### src/rtl/multichannel_adc_oversample_averager_macros.svh
// ----------------------------------------------------------------------------
// Assertion macros for the oversampling averager
// Concurrent checks clocked on clk and disabled while arst_n is low.
// ----------------------------------------------------------------------------
`ifndef MULTICHANNEL_ADC_OVERSAMPLE_AVERAGER_MACROS_SVH
`define MULTICHANNEL_ADC_OVERSAMPLE_AVERAGER_MACROS_SVH

`ifndef SYNTH
// Property checked at every rising edge outside reset.
`define MCAOA_ASSERT(lbl, prop, msg) \
	lbl: assert property (@(posedge clk) disable iff (!arst_n) (prop)) else $error(msg);
// Property that must never hold outside reset.
`define MCAOA_NEVER(lbl, expr, msg) \
	lbl: assert property (@(posedge clk) disable iff (!arst_n) !(expr)) else $error(msg);
`else
`define MCAOA_ASSERT(lbl, prop, msg)
`define MCAOA_NEVER(lbl, expr, msg)
`endif

`endif

### src/rtl/mcaoa_pkg.sv
// ----------------------------------------------------------------------------
// mcaoa_pkg
// Shared widths, limits, register indexes, state type and bank control type.
// ----------------------------------------------------------------------------
package mcaoa_pkg;

	localparam int SLOT_W     = 4;
	localparam int SAMPLE_W   = 12;
	localparam int SUM_W      = 22;
	localparam int CNT_W      = 11;
	localparam int CC_W       = 5;
	localparam int AVG_W      = 10;
	localparam int CFG_IDX_W  = 2;
	localparam int STEP_W     = 5;
	localparam int CHANNELS   = 16;

	localparam logic [CC_W-1:0]   CH_LIMIT   = 5'd16;
	localparam logic [CNT_W-1:0]  SMP_LIMIT  = 11'd1024;
	localparam logic [SUM_W-1:0]  SUM_MAX    = {SUM_W{1'b1}};
	localparam logic [AVG_W-1:0]  AVG_MAX    = {AVG_W{1'b1}};
	localparam logic [STEP_W-1:0] STEP_LAST  = STEP_W'(SUM_W - 1);

	localparam logic [CC_W-1:0]  CC_RESET  = 5'd1;
	localparam logic [CNT_W-1:0] SPA_RESET = 11'd16;

	localparam logic [CFG_IDX_W-1:0] REG_CHANNEL_COUNT       = 2'd0;
	localparam logic [CFG_IDX_W-1:0] REG_SAMPLES_PER_AVERAGE = 2'd1;

	typedef enum logic [2:0] {
		ST_IDLE,
		ST_ACC,
		ST_DIV_GO,
		ST_DIV_WAIT,
		ST_EMIT
	} state_t;

	typedef struct packed {
		logic                acc_en;
		logic                clear_all;
		logic [SLOT_W-1:0]   addr;
		logic [SAMPLE_W-1:0] sample;
	} bank_ctl_t;

endpackage

### src/rtl/mcaoa_sum_bank.sv
// ----------------------------------------------------------------------------
// mcaoa_sum_bank
// Per-slot saturating accumulators with one read-modify-write port and a
// clear that zeroes every slot at once.
// ----------------------------------------------------------------------------
module mcaoa_sum_bank (
	input  logic                                   clk,
	input  logic                                   arst_n,
	input  mcaoa_pkg::bank_ctl_t                   ctl,
	output logic [mcaoa_pkg::SUM_W-1:0]            rd_sum
);

	logic [mcaoa_pkg::SUM_W-1:0] sums_q [mcaoa_pkg::CHANNELS];
	logic [mcaoa_pkg::SUM_W:0]   add_wide;
	logic [mcaoa_pkg::SUM_W-1:0] add_sat;

	assign rd_sum   = sums_q[ctl.addr];
	assign add_wide = {1'b0, rd_sum} + (mcaoa_pkg::SUM_W + 1)'(ctl.sample);
	assign add_sat  = add_wide[mcaoa_pkg::SUM_W] ? mcaoa_pkg::SUM_MAX
	                                             : add_wide[mcaoa_pkg::SUM_W-1:0];

	always_ff @(posedge clk or negedge arst_n) begin
		if (!arst_n) begin
			for (int i = 0; i < mcaoa_pkg::CHANNELS; i++) begin
				sums_q[i] <= '0;
			end
		end else if (ctl.clear_all) begin
			for (int i = 0; i < mcaoa_pkg::CHANNELS; i++) begin
				sums_q[i] <= '0;
			end
		end else if (ctl.acc_en) begin
			sums_q[ctl.addr] <= add_sat;
		end
	end

endmodule

### src/rtl/mcaoa_div.sv
// ----------------------------------------------------------------------------
// mcaoa_div
// Restoring divider, one quotient bit per cycle, shared by every slot.
// ----------------------------------------------------------------------------
module mcaoa_div (
	input  logic                            clk,
	input  logic                            arst_n,
	input  logic                            start,
	input  logic [mcaoa_pkg::SUM_W-1:0]     dividend,
	input  logic [mcaoa_pkg::CNT_W-1:0]     divisor,
	output logic                            done,
	output logic [mcaoa_pkg::SUM_W-1:0]     quotient
);

	logic                          busy_q;
	logic                          done_q;
	logic [mcaoa_pkg::STEP_W-1:0]  step_q;
	logic [mcaoa_pkg::SUM_W-1:0]   quo_q;
	logic [mcaoa_pkg::CNT_W-1:0]   rem_q;
	logic [mcaoa_pkg::CNT_W-1:0]   divisor_q;
	logic [mcaoa_pkg::CNT_W:0]     trial;
	logic [mcaoa_pkg::CNT_W:0]     diff;
	logic                          ge;

	// The quotient bits shift in from the bottom as the dividend bits leave the top.
	assign trial = {rem_q, quo_q[mcaoa_pkg::SUM_W-1]};
	assign ge    = trial >= {1'b0, divisor_q};
	assign diff  = trial - {1'b0, divisor_q};

	always_ff @(posedge clk or negedge arst_n) begin
		if (!arst_n) begin
			busy_q <= 1'b0;
			done_q <= 1'b0;
			step_q <= '0;
		end else begin
			done_q <= 1'b0;
			if (start) begin
				busy_q <= 1'b1;
				step_q <= '0;
			end else if (busy_q) begin
				step_q <= step_q + 1'b1;
				if (step_q == mcaoa_pkg::STEP_LAST) begin
					busy_q <= 1'b0;
					done_q <= 1'b1;
				end
			end
		end
	end

	always_ff @(posedge clk) begin
		if (start) begin
			quo_q     <= dividend;
			rem_q     <= '0;
			divisor_q <= divisor;
		end else if (busy_q) begin
			quo_q <= {quo_q[mcaoa_pkg::SUM_W-2:0], ge};
			rem_q <= ge ? diff[mcaoa_pkg::CNT_W-1:0] : trial[mcaoa_pkg::CNT_W-1:0];
		end
	end

	assign done     = done_q;
	assign quotient = quo_q;

endmodule

### src/rtl/multichannel_adc_oversample_averager.sv
// Accumulation: an item is accepted in the idle state and folded into its slot on the
// next cycle if the slot is below the channel count; no new conversion result is taken until then.
// A sweep that completes the average stalls input while each slot in turn runs through
// the shared 22-step restoring divider and then waits for its result to be taken.
// Reset (arst_n low, asynchronous): accumulators and sweep count clear, channel_count
// returns to 1 and samples_per_average to 16, no result is pending.
// ----------------------------------------------------------------------------
// multichannel_adc_oversample_averager
// Per-slot oversampling accumulators with a sequenced divide and emit walk.
// ----------------------------------------------------------------------------
`include "multichannel_adc_oversample_averager_macros.svh"

module multichannel_adc_oversample_averager (
	input  logic                                 clk,
	input  logic                                 arst_n,
	input  logic                                 s_tvalid,
	output logic                                 s_tready,
	input  logic [15:0]                          s_tdata,   // [3:0] slot, [15:4] sample
	output logic                                 m_tvalid,
	input  logic                                 m_tready,
	output logic [15:0]                          m_tdata,   // [3:0] out_slot, [13:4] average_value, [15:14] zero
	output logic                                 m_tlast,
	input  logic                                 cfg_valid,
	output logic                                 cfg_ready,
	input  logic [mcaoa_pkg::CFG_IDX_W-1:0]      cfg_index,
	input  logic [mcaoa_pkg::CNT_W-1:0]          cfg_data
);

	mcaoa_pkg::state_t state_q, state_d;
	mcaoa_pkg::bank_ctl_t bank_ctl;

	logic [mcaoa_pkg::CC_W-1:0]     cc_q;
	logic [mcaoa_pkg::CNT_W-1:0]    spa_q;
	logic [mcaoa_pkg::CNT_W-1:0]    sweep_q;
	logic [mcaoa_pkg::SLOT_W-1:0]   idx_q;
	logic [mcaoa_pkg::SLOT_W-1:0]   slot_q;
	logic [mcaoa_pkg::SAMPLE_W-1:0] sample_q;
	logic [mcaoa_pkg::SLOT_W-1:0]   out_slot_q;
	logic [mcaoa_pkg::AVG_W-1:0]    avg_q;
	logic                           last_q;

	logic [mcaoa_pkg::CC_W-1:0]     nch;
	logic [mcaoa_pkg::CC_W-1:0]     nch_m1;
	logic [mcaoa_pkg::CNT_W-1:0]    ns;
	logic [mcaoa_pkg::CNT_W-1:0]    sweep_inc;
	logic                           in_range;
	logic                           sweep_end;
	logic                           fire;
	logic                           div_start;
	logic                           div_done;
	logic [mcaoa_pkg::SUM_W-1:0]    rd_sum;
	logic [mcaoa_pkg::SUM_W-1:0]    quotient;
	logic [mcaoa_pkg::SUM_W-3:0]    q_shift;
	logic                           s_xfer;
	logic                           m_xfer;
	logic                           cfg_xfer;

	assign nch    = (cc_q > mcaoa_pkg::CH_LIMIT) ? mcaoa_pkg::CH_LIMIT : cc_q;
	assign nch_m1 = nch - 1'b1;
	assign ns     = (spa_q == '0) ? mcaoa_pkg::CNT_W'(1)
	              : (spa_q > mcaoa_pkg::SMP_LIMIT) ? mcaoa_pkg::SMP_LIMIT : spa_q;

	assign in_range  = {1'b0, slot_q} < nch;
	assign sweep_end = in_range && ({1'b0, slot_q} == nch_m1);
	assign sweep_inc = sweep_q + 1'b1;
	assign fire      = sweep_end && (sweep_inc >= ns);

	assign s_xfer   = s_tvalid && s_tready;
	assign m_xfer   = m_tvalid && m_tready;
	assign cfg_xfer = cfg_valid && cfg_ready;
	assign cfg_ready = 1'b1;

	// Next state
	always_comb begin
		state_d = state_q;
		case (state_q)
			mcaoa_pkg::ST_IDLE: begin
				if (s_xfer) state_d = mcaoa_pkg::ST_ACC;
			end
			mcaoa_pkg::ST_ACC: begin
				state_d = fire ? mcaoa_pkg::ST_DIV_GO : mcaoa_pkg::ST_IDLE;
			end
			mcaoa_pkg::ST_DIV_GO: begin
				state_d = mcaoa_pkg::ST_DIV_WAIT;
			end
			mcaoa_pkg::ST_DIV_WAIT: begin
				if (div_done) state_d = mcaoa_pkg::ST_EMIT;
			end
			mcaoa_pkg::ST_EMIT: begin
				if (m_tready) state_d = last_q ? mcaoa_pkg::ST_IDLE : mcaoa_pkg::ST_DIV_GO;
			end
			default: state_d = mcaoa_pkg::ST_IDLE;
		endcase
	end

	// Outputs of the sequencer
	always_comb begin
		s_tready          = 1'b0;
		m_tvalid          = 1'b0;
		div_start         = 1'b0;
		bank_ctl.acc_en    = 1'b0;
		bank_ctl.clear_all = 1'b0;
		bank_ctl.addr      = idx_q;
		bank_ctl.sample    = sample_q;
		case (state_q)
			mcaoa_pkg::ST_IDLE: begin
				s_tready = 1'b1;
			end
			mcaoa_pkg::ST_ACC: begin
				bank_ctl.addr   = slot_q;
				bank_ctl.acc_en = in_range;
			end
			mcaoa_pkg::ST_DIV_GO: begin
				div_start = 1'b1;
			end
			mcaoa_pkg::ST_DIV_WAIT: begin
			end
			mcaoa_pkg::ST_EMIT: begin
				m_tvalid           = 1'b1;
				bank_ctl.clear_all = m_tready && last_q;
			end
			default: begin
			end
		endcase
	end

	always_ff @(posedge clk or negedge arst_n) begin
		if (!arst_n) begin
			state_q <= mcaoa_pkg::ST_IDLE;
			cc_q    <= mcaoa_pkg::CC_RESET;
			spa_q   <= mcaoa_pkg::SPA_RESET;
			sweep_q <= '0;
			idx_q   <= '0;
		end else begin
			state_q <= state_d;
			if (cfg_xfer && cfg_index == mcaoa_pkg::REG_CHANNEL_COUNT) begin
				cc_q <= cfg_data[mcaoa_pkg::CC_W-1:0];
			end
			if (cfg_xfer && cfg_index == mcaoa_pkg::REG_SAMPLES_PER_AVERAGE) begin
				spa_q <= cfg_data;
			end
			if (state_q == mcaoa_pkg::ST_ACC && sweep_end) begin
				sweep_q <= fire ? '0 : sweep_inc;
			end
			if (state_q == mcaoa_pkg::ST_ACC) begin
				idx_q <= '0;
			end else if (m_xfer) begin
				idx_q <= idx_q + 1'b1;
			end
		end
	end

	// The quotient is reduced by four and held to ten bits.
	assign q_shift = quotient[mcaoa_pkg::SUM_W-1:2];

	always_ff @(posedge clk) begin
		if (s_xfer) begin
			slot_q   <= s_tdata[mcaoa_pkg::SLOT_W-1:0];
			sample_q <= s_tdata[mcaoa_pkg::SLOT_W +: mcaoa_pkg::SAMPLE_W];
		end
		if (state_q == mcaoa_pkg::ST_DIV_WAIT && div_done) begin
			out_slot_q <= idx_q;
			avg_q      <= (|q_shift[mcaoa_pkg::SUM_W-3:mcaoa_pkg::AVG_W]) ? mcaoa_pkg::AVG_MAX
			              : q_shift[mcaoa_pkg::AVG_W-1:0];
			last_q     <= ({1'b0, idx_q} == nch_m1);
		end
	end

	assign m_tdata = {2'b00, avg_q, out_slot_q};
	assign m_tlast = last_q;

	mcaoa_sum_bank u_bank (
		.clk    (clk),
		.arst_n (arst_n),
		.ctl    (bank_ctl),
		.rd_sum (rd_sum)
	);

	mcaoa_div u_div (
		.clk      (clk),
		.arst_n   (arst_n),
		.start    (div_start),
		.dividend (rd_sum),
		.divisor  (ns),
		.done     (div_done),
		.quotient (quotient)
	);

	`MCAOA_NEVER(a_no_input_while_emitting, s_tready && m_tvalid, "input taken during emission")
	`MCAOA_ASSERT(a_emit_slot_in_range, m_tvalid |-> ({1'b0, out_slot_q} < nch), "emitted slot out of range")
	`MCAOA_ASSERT(a_final_clears_count, (m_xfer && m_tlast) |=> (sweep_q == '0), "sweep count not cleared")
	`MCAOA_ASSERT(a_final_returns_idle, (m_xfer && m_tlast) |=> s_tready, "not idle after final result")

endmodule
### config.mk
export PLATFORM = sky130hd
export DESIGN_NAME = multichannel_adc_oversample_averager
export DESIGN_NICKNAME = d
export VERILOG_FILES = /design/src/rtl/mcaoa_pkg.sv /design/src/rtl/mcaoa_sum_bank.sv /design/src/rtl/mcaoa_div.sv /design/src/rtl/multichannel_adc_oversample_averager.sv
export VERILOG_INCLUDE_DIRS = /design/src /design/src/rtl
export SDC_FILE = /design/constraint.sdc
export NUM_CORES = 1
export LEC_CHECK = 0
export CAP_MARGIN = 20
export CORE_AREA = 2 2 237 239
export DETAILED_ROUTE_END_ITERATION = 8
export DIE_AREA = 0 0 239 241
export DONT_BUFFER_PORTS = 1
export HOLD_SLACK_MARGIN = 0.12
export PLACE_DENSITY_LB_ADDON = 0.25
export SYNTH_ARGS = -nofsm -noshare
export SYNTH_HDL_FRONTEND = slang
export SYNTH_SLANG_ARGS = --single-unit
export TNS_END_PERCENT = 1
### constraint.sdc
create_clock -name clk -period 15.3 [get_ports clk]
set_input_delay 3.825 -clock clk [delete_from_list [all_inputs] [get_ports clk]]
set_output_delay 3.825 -clock clk [all_outputs]
set_load 0.02 [all_outputs]
## Yosys cells after proc, flatten, opt, wreduce, memory -nomap -nowiden

Cells that the tools add are included.

| storage, ports and cells | value |
|---|---|
| input port bits | 34 |
| output and inout bits | 20 |
| register bits after elaboration | 468 |
| word-level logic and storage cells | 113 |

| cells by class | value |
|---|---|
| bitwise gates (word level) | 1 |
| equal/unequal tests | 11 |
| $add $sub $neg | 6 |
| multiplexer cells | 38 |
| reductions and logical operators | 18 |
| order comparisons | 7 |

Operators with widths:

| operator | number |
|---|---|
| two-way mux 352 bit | 2 |
| bitwise mux 352 bit | 1 |
| two-way mux 22 bit | 6 |
| binary-select mux 22 bit (select 4 bit) | 1 |
| demux 22 bit (select 4 bit) | 1 |
| two-way mux 11 bit | 4 |
| adder 22 x 12 -> 23 bit | 1 |
| two-way mux 5 bit | 3 |
| one-hot mux 3 bit (5 select lines) | 1 |
| >= comparator 12 x 11 -> 1 bit | 1 |
| two-way mux 4 bit | 3 |
| adder 11 x 1 -> 11 bit (second input constant) | 1 |
| >= comparator 11 bit | 1 |
| greater-than comparator 11 bit (second input constant) | 1 |
| logical NOT 11 bit | 1 |
| two-way mux 1 bit | 11 |
| subtractor 11 bit | 1 |
| equality test 4 x 5 -> 1 bit | 2 |
| logical AND 1 bit | 10 |
| OR reduction 10 bit | 1 |
| two-way mux 3 bit | 3 |
| equality test 3 x 2 -> 1 bit (second input constant) | 2 |
| nonzero test 2 bit | 3 |
| adder 5 x 1 -> 5 bit (second input constant) | 1 |
| other kinds (17) | 19 |

## Logic depth before layout (Yosys ltp)

Gate-level depths: netlist (run 1).

| depth | value |
|---|---|
| depth after elaboration | 11 |
| gate-level depth with buffers | 27 |
| gate-level depth less buffers | 19 |

## Cells and area by module

Synthesis (run 1) repeated with hierarchy kept, for this count alone.

| second synthesis, totals | value |
|---|---|
| cell total of the unflattened synthesis | 1930 |
| area, all modules | 22145.0 µm² |

Modules (own cells, without submodules):

| module | instances | sequential area each (µm²) | cells an instance | area an instance (µm²) |
|---|---|---|---|---|
| mcaoa_sum_bank | 1 | 8808.4 | 1401 | 16051.6 |
| multichannel_adc_oversample_averager | 1 | 1784.2 | 302 | 3398.3 |
| mcaoa_div | 1 | 1386.3 | 227 | 2695.1 |

## Worst setup path after synthesis (run 1)

OpenSTA, ideal clock, no wires.

| timing | value |
|---|---|
| path kind | register to register |
| start point | reg state_q[2] |
| end point | reg u_bank.sums_q[107] in the netlist's numbering |
| library setup time | 0.131 ns |
| required time | 15.169 ns |
| buffers on the path | 8 |
| stages on the path, launching flop included | 24 |
| slack | 10.070 ns |
| period minus slack after synthesis | 5.230 ns |
| data arrival time | 5.099 ns |
| path through | dfrtp_1 -> or3b_1 -> buf_6 -> mux2_2 -> buf_2 -> clkbuf_1 -> buf_1 -> buf_1 -> buf_1 -> nand3_1 -> nand3_1 -> a31oi_1 -> ha_1 -> nor2b_1 -> o21ai_0 -> a21oi_1 -> o211ai_1 -> a21oi_1 -> or2_2 -> buf_1 -> and2_4 -> buf_6 -> a32o_1 -> or3_1 |

| on the way | value |
|---|---|
| word-level cells in the longest chain between the ends | 11 |
| elaborated cells between the ends (all ways) | 20 |
| classes of those cells | add/sub: 1; order compare: 2; eq/ne: 2; mux: 12; bitwise: 1; reduce/logical: 2 |

Ends and longest elaborated chain:

| element | line | text |
|---|---|---|
| from (decl) | multichannel_adc_oversample_averager.sv:29 | `mcaoa_pkg::state_t state_q, state_d;` |
| from (signal assigned) | multichannel_adc_oversample_averager.sv:129 | `state_q <= mcaoa_pkg::ST_IDLE;` |
| from (signal assigned) | multichannel_adc_oversample_averager.sv:135 | `state_q <= state_d;` |
| equality test 3 x 1 -> 1 bit | multichannel_adc_oversample_averager.sv:105 | `case (state_q)` |
| two-way mux 4 bit | multichannel_adc_oversample_averager.sv:105 |  |
| NOT 4 -> 5 bit (implied by the code) | mcaoa_sum_bank.sv:17, mcaoa_sum_bank.sv:32 |  |
| binary-select mux 22 bit (select 4 bit) | mcaoa_sum_bank.sv:17 | `assign rd_sum = sums_q[ctl.addr];` |
| two-way mux 22 bit (implied by the code) (2 in series) | mcaoa_sum_bank.sv:17 |  |
| adder 22 x 12 -> 23 bit | mcaoa_sum_bank.sv:18 | `assign add_wide = {1'b0, rd_sum} + (mcaoa_pkg::SUM_W + 1)'(ctl.sample);` |
| two-way mux 22 bit | mcaoa_sum_bank.sv:19 | `assign add_sat = add_wide[mcaoa_pkg::SUM_W] ? mcaoa_pkg::SUM_MAX` |
| bitwise mux 352 bit | mcaoa_sum_bank.sv:32 | `sums_q[ctl.addr] <= add_sat;` |
| two-way mux 352 bit | mcaoa_sum_bank.sv:31 | `end else if (ctl.acc_en) begin` |
| two-way mux 352 bit | mcaoa_sum_bank.sv:27 | `end else if (ctl.clear_all) begin` |
| to (signal, indexed assignment) | mcaoa_sum_bank.sv:32 |  |
| to (decl) | mcaoa_sum_bank.sv:13 | `logic [mcaoa_pkg::SUM_W-1:0] sums_q [mcaoa_pkg::CHANNELS];` |

Parallel ways exist; a longest one is shown, timed or not. The select of a mux whose other input is x is not followed.
A chain may end at the register's enable or synchronous reset.

## Final worst setup path (run 1)

| timing | value |
|---|---|
| start point | reg state_q[0] |
| end point | reg u_bank.sums_q[307] in the netlist's numbering |

The elaborated chain is that of the path after synthesis.

==> results of run 1 <==
## registers in the layout, summed over array words and instances (netlist names)
register	count
sweep_q	11
u_bank.sums_q	352
state_q	3
u_div.quotient	22
slot_q	4
sample_q	12
u_div.done	1
u_div.busy_q	1
out_slot_q	4
u_div.rem_q	11
u_div.divisor_q	11
m_tlast	1
avg_q	10
u_div.step_q	5
idx_q	4
cc_q	5
spa_q	11
## kinds of logic after synthesis
group	after synthesis
buffers and inverters	319
other	2
XOR/XNOR	38
multiplexers	153
flip-flops	468
adder cells (fa/ha/maj)	45
AO/OA/AOI/OAI	644
AND/OR/NAND/NOR	986
## power breakdown
group	total, mW	internal, mW	leakage [nW]	switching [mW]
clock network	1.24	0.733	0.837	0.503
logic	3.13	1.00	6.03	2.13
registers	2.06	1.76	4.91	0.301
total	6.43	3.50	11.8	2.94
## synthesized netlist by cell type (10+ instances only)
| master | n | area, um2 |
|---|---|---|
| and3_1 | 42 | 263 |
| or2_2 | 14 | 87.6 |
| a21oi_2 | 13 | 114 |
| a311oi_1 | 16 | 140 |
| nand3_1 | 434 | 2170 |
| xor2_1 | 10 | 87.6 |
| mux2i_1 | 127 | 1270 |
| o21ai_1 | 124 | 621 |
| buf_6 | 23 | 259 |
| buf_1 | 12 | 45.0 |
| o21ai_0 | 262 | 1310 |
| ha_1 | 43 | 538 |
| dfxtp_1 | 11 | 220 |
| or3_1 | 14 | 87.6 |
| mux2_2 | 22 | 248 |
| edfxtp_1 | 64 | 1920 |
| buf_2 | 21 | 105 |
| nor2_1 | 71 | 267 |
| nor3_1 | 20 | 100 |
| xnor2_1 | 28 | 245 |
| dfrtp_1 | 391 | 9780 |
| nor2b_1 | 13 | 81.3 |
| a21oi_1 | 41 | 205 |
| a31oi_1 | 26 | 163 |
| nand4_1 | 27 | 169 |
| nand2_1 | 310 | 1160 |
| a211oi_1 | 86 | 646 |
| nand2b_1 | 11 | 68.8 |
| o32ai_1 | 16 | 140 |
| a32oi_1 | 15 | 131 |
| clkbuf_1 | 175 | 657 |
| inv_1 | 76 | 285 |
## tightest hold or removal path, delay by kind of cell, from the launching register on
kind	cells	cell delay [ns]
AOI/OAI and AO/OA	1	0.06
DFF	1	0.31
and+or+nand+nor	1	0.07
## worst paths after layout
| kind | slack (ns) | end | cells past startpoint |
|---|---|---|---|
| max | 7.51 | u_bank.sums_q[307] | 20 |
| min | 0.49 | u_div.rem_q[10] | 2 |
| max reg2reg | 7.51 | u_bank.sums_q[307] | 20 |
| min reg2reg | 0.49 | u_div.rem_q[10] | 2 |
| max in group asynchronous | 11.30 | spa_q[6] | 0 |
| min in group asynchronous | 2.94 | u_bank.sums_q[145] | 0 |
## cells in the final DEF, fill, tap and decap left out, types with 16 or more instances in the layout
master | Yosys | final
o21ai_1 | 124 | 124
clkbuf_16 | 0 | 55
mux2_2 | 22 | 21
a21oi_1 | 41 | 40
o32ai_1 | 16 | 16
and3_1 | 42 | 42
nand3_1 | 434 | 433
a311oi_1 | 16 | 16
a31oi_1 | 26 | 26
nand4_1 | 27 | 27
ha_1 | 43 | 43
buf_4 | 9 | 39
mux2i_1 | 127 | 127
o21ai_0 | 262 | 262
nor2_1 | 71 | 70
inv_1 | 76 | 76
xnor2_1 | 28 | 28
dfrtp_1 | 391 | 390
edfxtp_1 | 64 | 64
a211oi_1 | 86 | 85
nand2_1 | 310 | 301
nor3_1 | 20 | 20
## per-layer routing
metal	vias to the layer above	global-route usage
met5	-	0
met1	9807	0.332
met4	0	0.0703
li1	9245	-
met3	111	0.0353
met2	683	0.385
## through the flow
stage,std cells,instance area (um2)
6_report,3257,26500
5_1_grt,3257,26500
2_1_floorplan,2656,24500
4_1_cts,3251,26300
3_3_place_gp,3156,24600
3_5_place_dp,3158,24600
## cell type report
class,instances,share of cell area
clock buffer,82,0.0607
clock inverter,11,0.00312
inverter,77,0.0109
multi-input combinational,1869,0.423
sequential,468,0.453
tap,704,0.0333
timing repair buffer,46,0.0167
==> summary.txt, run 1 <==
Pwr
  • VDD IR max: 0.000174 V
  • Total power: 6.43 mW
  • Pwr dens: 243 nW/um2
  • Leakage: 11.8 nW

Worst setup path
  • CP dominant cell by count: buf_4
  • Slowest CP cell: and2b_1
  • Worst path max stage delay: 0.88 ns
  • Critical Path Source: state_q[0]
  • Startpoint types: flop
  • Data required time of the worst path: 15.71 ns
  • Worst path top cell family by delay: compound AO/OA/AOI/OAI gates
  • Worst reg2reg path startpoint: state_q[0]
  • WS Path Type: reg -> reg
  • Max Fanout on Critical Path: 67
  • Crit-path cells: or3b_4, buf_4, mux2i_4, buf_4, buf_4, nand2_1, and3_1, a311oi_1, a211oi_1, a31oi_1, ha_1, o21ai_0, a21oi_1, o2111ai_1, a21boi_0, o41ai_1, buf_2, and2b_1, a41o_1, o21ai_0
  • WP data arrival: 8.20 ns
  • Endpoint type of the worst setup path: flop
  • Buf/Inv on CP: 4

Clock tree
  • CTS Hold Buffers Added: 0
  • CTS H-tree depth: 2
  • Clk_lat worst skew: 0.59 ns
  • CTS Sinks: 468
  • Root Buffer: clkbuf_16
  • Cts bufs inserted: 52
  • Clk pin slew, worst setup/hold paths: 0.06 ns
  • Setup bufs post-CTS: 0
  • Clock Tree Buf Depth: 3
  • TritonCTS clock tree: built
  • Post_cts resized: 0

Final layout
  • Footprint of the multi-input gates: 11200 um2
  • Register area: 12000 um2
  • Fillers: 5162
  • Share of cells above drive strength 1: 0.0826
  • Final Net Count: 2593
  • Fin util: 0.482
  • Layout area overhead: 8.05%
  • # diodes: 0

Timing
  • Final min period: 7.79 ns
  • Worst Tran Pin Value: 1.33 ns
  • Final worst slack: 7.51 ns
  • Clk_skew: 0.0154 ns
  • Hold WS: 0.488 ns
  • Final setup fails: 0
  • Setup TNS: 0 ns
  • Max_slew headroom: 0.114
  • Tcrit/Tclk final: 0.509
  • Achievable Freq: 128 MHz
  • Unrepaired setup endpoints after global routing: false
  • Hold Vio Cnt, Final: 0
  • Max Slew Vio Count: 0

GRT
  • GRT overflow: 0
  • Largest net degree at the start of global routing: 394
  • Initial antenna violation count: 0
  • First-pass GRT wire length: 109000 um
  • GRT Total Usage: 0.238
  • Vias in the first global route: 19100

Die
  • Core Region: 54900 um2
  • Chip width: 239 um
  • Row count: 86
  • Starting Density: 0.446
  • # IOs: 54
  • Die area: 57600 um2
  • Chip height: 241 um

Synthesis
  • Synth Warn #: 0
  • Syn Area/Cell: 9.23 um2
  • Number of synthesized flops with an enable pin: 64
  • Sequential area share after synthesis: 0.489
  • Adder-cell share of the synthesized area: 0.0236
  • Largest family of logic cells by synthesized area: simple AND/OR/NAND/NOR gates
  • Synthesized area: 24500 um2
  • Ys flop type: dfrtp_1
  • Synthesized flop and latch total: 468
  • Post-Synth XOR/XNOR Area: 0.0136
  • Yosys cell types: 72
  • Async SR Flop Fraction: 0.840
  • Post-Synth Simple-Gate Area: 0.192
  • Gate Count Post-Synth: 2655
  • Post-synthesis mux area share: 0.0650
  • Post-synthesis compound-gate area fraction: 0.158

Drt
  • Drt first pass iters: 6
  • Via/cell ratio: 6.09
  • Met3 wire len: 4690 um
  • Via count: 19800
  • Remaining DRCs: 0
  • Met1 Wirelength: 30200 um
  • Top layer in use: met4
  • WL/cell: 21.1 um
  • Routed length on met2: 32100 um
  • Drt initial violations: 2274
  • Final WL: 68600 um
  • Post-DRT Antenna Nets: 0

Min path
  • HP Start: u_div.rem_q[10]
  • Hold Path Class: reg -> reg

Placed design
  • Routability cong.: 0.842
  • IO Port Bufs: 0
  • Setup WS pre-CTS: 7.38 ns
  • Dpl hpwl: 39300 um

Status
  • Status: finished, final reports clean

Job
  • Max-cap viol count: 0
No activity file was read; power rests on OpenSTA's default activity.
==> run 2: changes to the inputs <==
--- a/config.mk
+++ b/config.mk
@@ -6,10 +6,11 @@
 export SDC_FILE = /design/constraint.sdc
 export NUM_CORES = 1
 export LEC_CHECK = 0
+export ABC_AREA = 1
 export CAP_MARGIN = 20
-export CORE_AREA = 2 2 237 239
+export CORE_AREA = 2 2 228 230
 export DETAILED_ROUTE_END_ITERATION = 8
-export DIE_AREA = 0 0 239 241
+export DIE_AREA = 0 0 230 232
 export DONT_BUFFER_PORTS = 1
 export HOLD_SLACK_MARGIN = 0.12
 export PLACE_DENSITY_LB_ADDON = 0.25
==> constraint.sdc (replaced) <==
create_clock -name clk -period 7.3 [get_ports clk]
set_input_delay 1.825 -clock clk [delete_from_list [all_inputs] [get_ports clk]]
set_output_delay 1.825 -clock clk [all_outputs]
set_load 0.02 [all_outputs]
==> summary.txt, run 2 <==
Pwr
  • VDD IR max: 0.000293 V (was 0.000174 V)
  • Pwr dens: 493 nW/um2 (was 243 nW/um2)
  • Leakage: 12.3 nW (was 11.8 nW)

Final layout
  • # diodes: 0 (unchanged)
  • Register area: 12000 um2 (about the same)
  • Share of cells above drive strength 1: 0.0601 (was 0.0826)
  • Commonest non-fill, non-tap cell in the layout: nand2_1 (was nand3_1)
  • Fillers: 4953 (was 5162)
  • Biggest register: u_bank.sums_q (unchanged)
  • Layout area overhead: 9.24% (was 8.05%)
  • Footprint of the multi-input gates: 9110 um2 (was 11200 um2)
  • Max reg flops: 352 (unchanged)
  • Final Net Count: 2820 (was 2593)
  • Commonest non-fill, non-tap cells in the layout: nand2_1, dfrtp_1, inv_1, o21ai_0, o21ai_1 (was nand3_1, dfrtp_1, nand2_1, o21ai_0, mux2i_1)

Drt
  • Post-DRT Antenna Nets: 0 (unchanged)
  • Final WL: 63600 um (was 68600 um)
  • Via count: 18900 (was 19800)
  • Via/cell ratio: 5.46 (was 6.09)
  • WL/cell: 18.4 um (was 21.1 um)
  • Remaining DRCs: 0 (unchanged)
  • Drt initial violations: 1923 (was 2274)
  • Drt first pass iters: 6 (unchanged)

Clock tree
  • CTS H-tree depth: 2 (unchanged)
  • Cts bufs inserted: 50 (was 52)
  • Post_cts resized: 0 (unchanged)
  • CTS Hold Buffers Added: 0 (unchanged)
  • Setup bufs post-CTS: 0 (unchanged)
  • Clock Tree Buf Depth: 3 (unchanged)
  • TritonCTS clock tree: built (unchanged)
  • CTS Sinks: 468 (unchanged)
  • Clk pin slew, worst setup/hold paths: 0.06 ns (about the same)
  • Root Buffer: clkbuf_16 (unchanged)
  • Clk_lat worst skew: 0.61 ns (was 0.59 ns)

Worst setup path
  • Reg-to-reg endpoint: u_bank.sums_q[234] (was u_bank.sums_q[307])
  • Worst reg2reg path startpoint: state_q[1] (was state_q[0])
  • WS Path Type: reg -> reg (unchanged)
  • Endpoint type of the worst setup path: flop (unchanged)
  • Data required time of the worst path: 7.82 ns (was 15.71 ns)
  • Worst R2R Setup Slack: 0.98 ns (was 7.51 ns)
  • Crit-path cells: inv_2, nand3_2, o21ai_4, buf_4, nor2_4, inv_2, o22ai_1, o21ai_0, o2111a_1, ha_1, inv_1, fa_1, nor2_1, a211oi_1, o221ai_1, nand3_2, nor2_4, nand3_2, nand3_2, nand2_1, o21ai_1 (was or3b_4, buf_4, mux2i_4, buf_4, buf_4, nand2_1, and3_1, a311oi_1, a211oi_1, a31oi_1, ha_1, o21ai_0, a21oi_1, o2111ai_1, a21boi_0, o41ai_1, buf_2, and2b_1, a41o_1, o21ai_0)
  • Worst path depth: 21 (was 20)
  • Worst setup endpoint: u_bank.sums_q[234] (was u_bank.sums_q[307])
  • Buf/Inv on CP: 4 (unchanged)
  • Slowest CP cell: o21ai_4 (was and2b_1)
  • Worst path top cell family by delay: compound AO/OA/AOI/OAI gates (unchanged)
  • Critical Path Source: state_q[1] (was state_q[0])
  • Max Fanout on Critical Path: 30 (was 67)
  • WP data arrival: 6.84 ns (was 8.20 ns)
  • Worst Reg-to-Reg Cells: 21 (was 20)
  • CP dominant cell by count: nand3_2 (was buf_4)
  • Worst path max stage delay: 0.62 ns (was 0.88 ns)
  • Startpoint types: flop (unchanged)

Timing
  • Setup TNS: 0 ns (unchanged)
  • Tcrit/Tclk final: 0.866 (was 0.509)
  • Final worst slack: 0.978 ns (was 7.51 ns)
  • Clk_skew: 0.0221 ns (was 0.0154 ns)
  • Worst Tran Pin Value: 1.16 ns (was 1.33 ns)
  • Unrepaired setup endpoints after global routing: false (unchanged)
  • Max_slew headroom: 0.228 (was 0.114)
  • Max Slew Vio Count: 0 (unchanged)
  • Final setup fails: 0 (unchanged)
  • Final min period: 6.32 ns (was 7.79 ns)
  • Achievable Freq: 158 MHz (was 128 MHz)
  • Hold Vio Cnt, Final: 0 (unchanged)

Synthesis
  • Area contributors post-synth: dfrtp_1, nand2_1, edfxtp_1 (was dfrtp_1, nand3_1, edfxtp_1)
  • Async SR Flop Fraction: 0.840 (unchanged)
  • Ys flop type: dfrtp_1 (unchanged)
  • Syn Area/Cell: 8.15 um2 (was 9.23 um2)
  • Synthesized area: 22700 um2 (was 24500 um2)
  • Number of synthesized flops with an enable pin: 64 (unchanged)
  • Sequential area share after synthesis: 0.528 (was 0.489)
  • Yosys cell types: 50 (was 72)
  • Synth top cells by count: nand2_1, dfrtp_1, inv_1 (was nand3_1, dfrtp_1, nand2_1)
  • Synth Warn #: 0 (unchanged)
  • Synthesized flop and latch total: 468 (unchanged)
  • Count leader, synth: nand2_1 (was nand3_1)
  • Post-synth top area share: 0.431 (was 0.399)
  • Yosys top cell by area: dfrtp_1 (unchanged)
  • Gate Count Post-Synth: 2785 (was 2655)

Placed design
  • Dpl hpwl: 42200 um (was 39300 um)
  • Routability cong.: 0.893 (was 0.842)
  • Setup WS pre-CTS: 1.03 ns (was 7.38 ns)
  • IO Port Bufs: 0 (unchanged)

Die
  • Starting Density: 0.446 (about the same)
  • Die area: 53400 um2 (was 57600 um2)
  • Core Region: 50900 um2 (was 54900 um2)
  • Chip height: 232 um (was 241 um)
  • # IOs: 54 (unchanged)
  • Row count: 83 (was 86)
  • Chip width: 230 um (was 239 um)

GRT
  • Initial antenna violation count: 0 (unchanged)
  • GRT overflow: 0 (unchanged)
  • First-pass GRT wire length: 101000 um (was 109000 um)
  • Vias in the first global route: 18200 (was 19100)
  • Largest net degree at the start of global routing: 394 (unchanged)
  • GRT Total Usage: 0.239 (was 0.238)

Job
  • Max-cap viol count: 0 (unchanged)

Status
  • Status: finished, final reports clean (unchanged)

Min path
  • Hold Path Class: reg -> reg (unchanged)
run 2: where the power goes:
| group | internal (mW) | total [mW] | switching [mW] |
|---|---|---|---|
| registers | 3.66 | 4.20 | 0.534 |
| logic | 1.58 | 5.53 | 3.96 |
| clock network | 1.41 | 2.48 | 1.07 |
run 2: worst min path at each step:
stage	cells after the start	slack, ns	from	to
floorplan	1	0.43	u_div.step_q[3]	u_div.step_q[3]
global placement	2	0.45	u_bank.sums_q[344]	u_bank.sums_q[344]
detailed placement	2	0.46	u_bank.sums_q[350]	u_bank.sums_q[350]
CTS	2	0.47	u_bank.sums_q[350]	u_bank.sums_q[350]
global route	1	0.48	u_div.step_q[3]	u_div.step_q[3]
finish	2	0.47	u_bank.sums_q[350]	u_bank.sums_q[350]
run 2: cells by family (layout without fill, tap and decap cells):
logic type | count (synthesis) | after routing | share of synthesized area
and+or+nand+nor | 1259 | 1259 | 0.221
AOI/OAI and AO/OA | 567 | 567 | 0.137
DFF | 468 | 468 | 0.528
buffers and inverters | 404 | 395 | 0.0721
adders and majority gates | 45 | 45 | 0.0255
xor gates and xnor gates | 35 | 35 | 0.0135
muxes | 5 | 5 | 0.00248
other | 2 | 3 | 0.000331
run 2: area by class of cell:
class | count | share of cell area
inverter | 279 | 0.0422
timing repair buffer | 28 | 0.00929
clock buffer | 71 | 0.0569
multi-input combinational | 1914 | 0.368
sequential | 468 | 0.483
tap | 680 | 0.0343
clock inverter | 17 | 0.00621
run 2: stage by stage:
stage | instances | cell area, um2 | hold slack, ns | utilization | power, mW
after global routing | 3457 | 24800 | 0.482 | 0.487 | 13.1
after floorplan | 2786 | 22700 | 0.433 | - | 8.20
after CTS | 3456 | 24800 | 0.475 | 0.487 | 12.2
final | 3457 | 24800 | 0.470 | 0.487 | 12.2
after global placement | 3368 | 23200 | 0.454 | 0.456 | 9.56
after detailed placement | 3368 | 23200 | 0.459 | 0.456 | 9.69
run 2: worst register-to-register path, stage by stage, from the launching register on:
cell	delay (ns)
dfrtp_1	0.42
inv_2	0.13
nand3_2	0.29
o21ai_4	0.62
buf_4	0.47
nor2_4	0.10
inv_2	0.43
o22ai_1	0.15
o21ai_0	0.32
o2111a_1	0.30
ha_1	0.19
inv_1	0.06
fa_1	0.39
nor2_1	0.12
a211oi_1	0.08
o221ai_1	0.56
nand3_2	0.20
nor2_4	0.19
nand3_2	0.47
nand3_2	0.56
nand2_1	0.10
o21ai_1	0.10
run 2: routing by layer:
metal / vias to the layer above / wire [um] / share of wire / global-route usage
met1: 9193 / 28300 / 0.44 / 0.337
li1: 8927 / - / - / -
met3: 109 / 4020 / 0.063 / 0.0346
met2: 650 / 29600 / 0.46 / 0.379
met4: 0 / 1790 / 0.028 / 0.0790
met5: - / 0 / 0 / 0
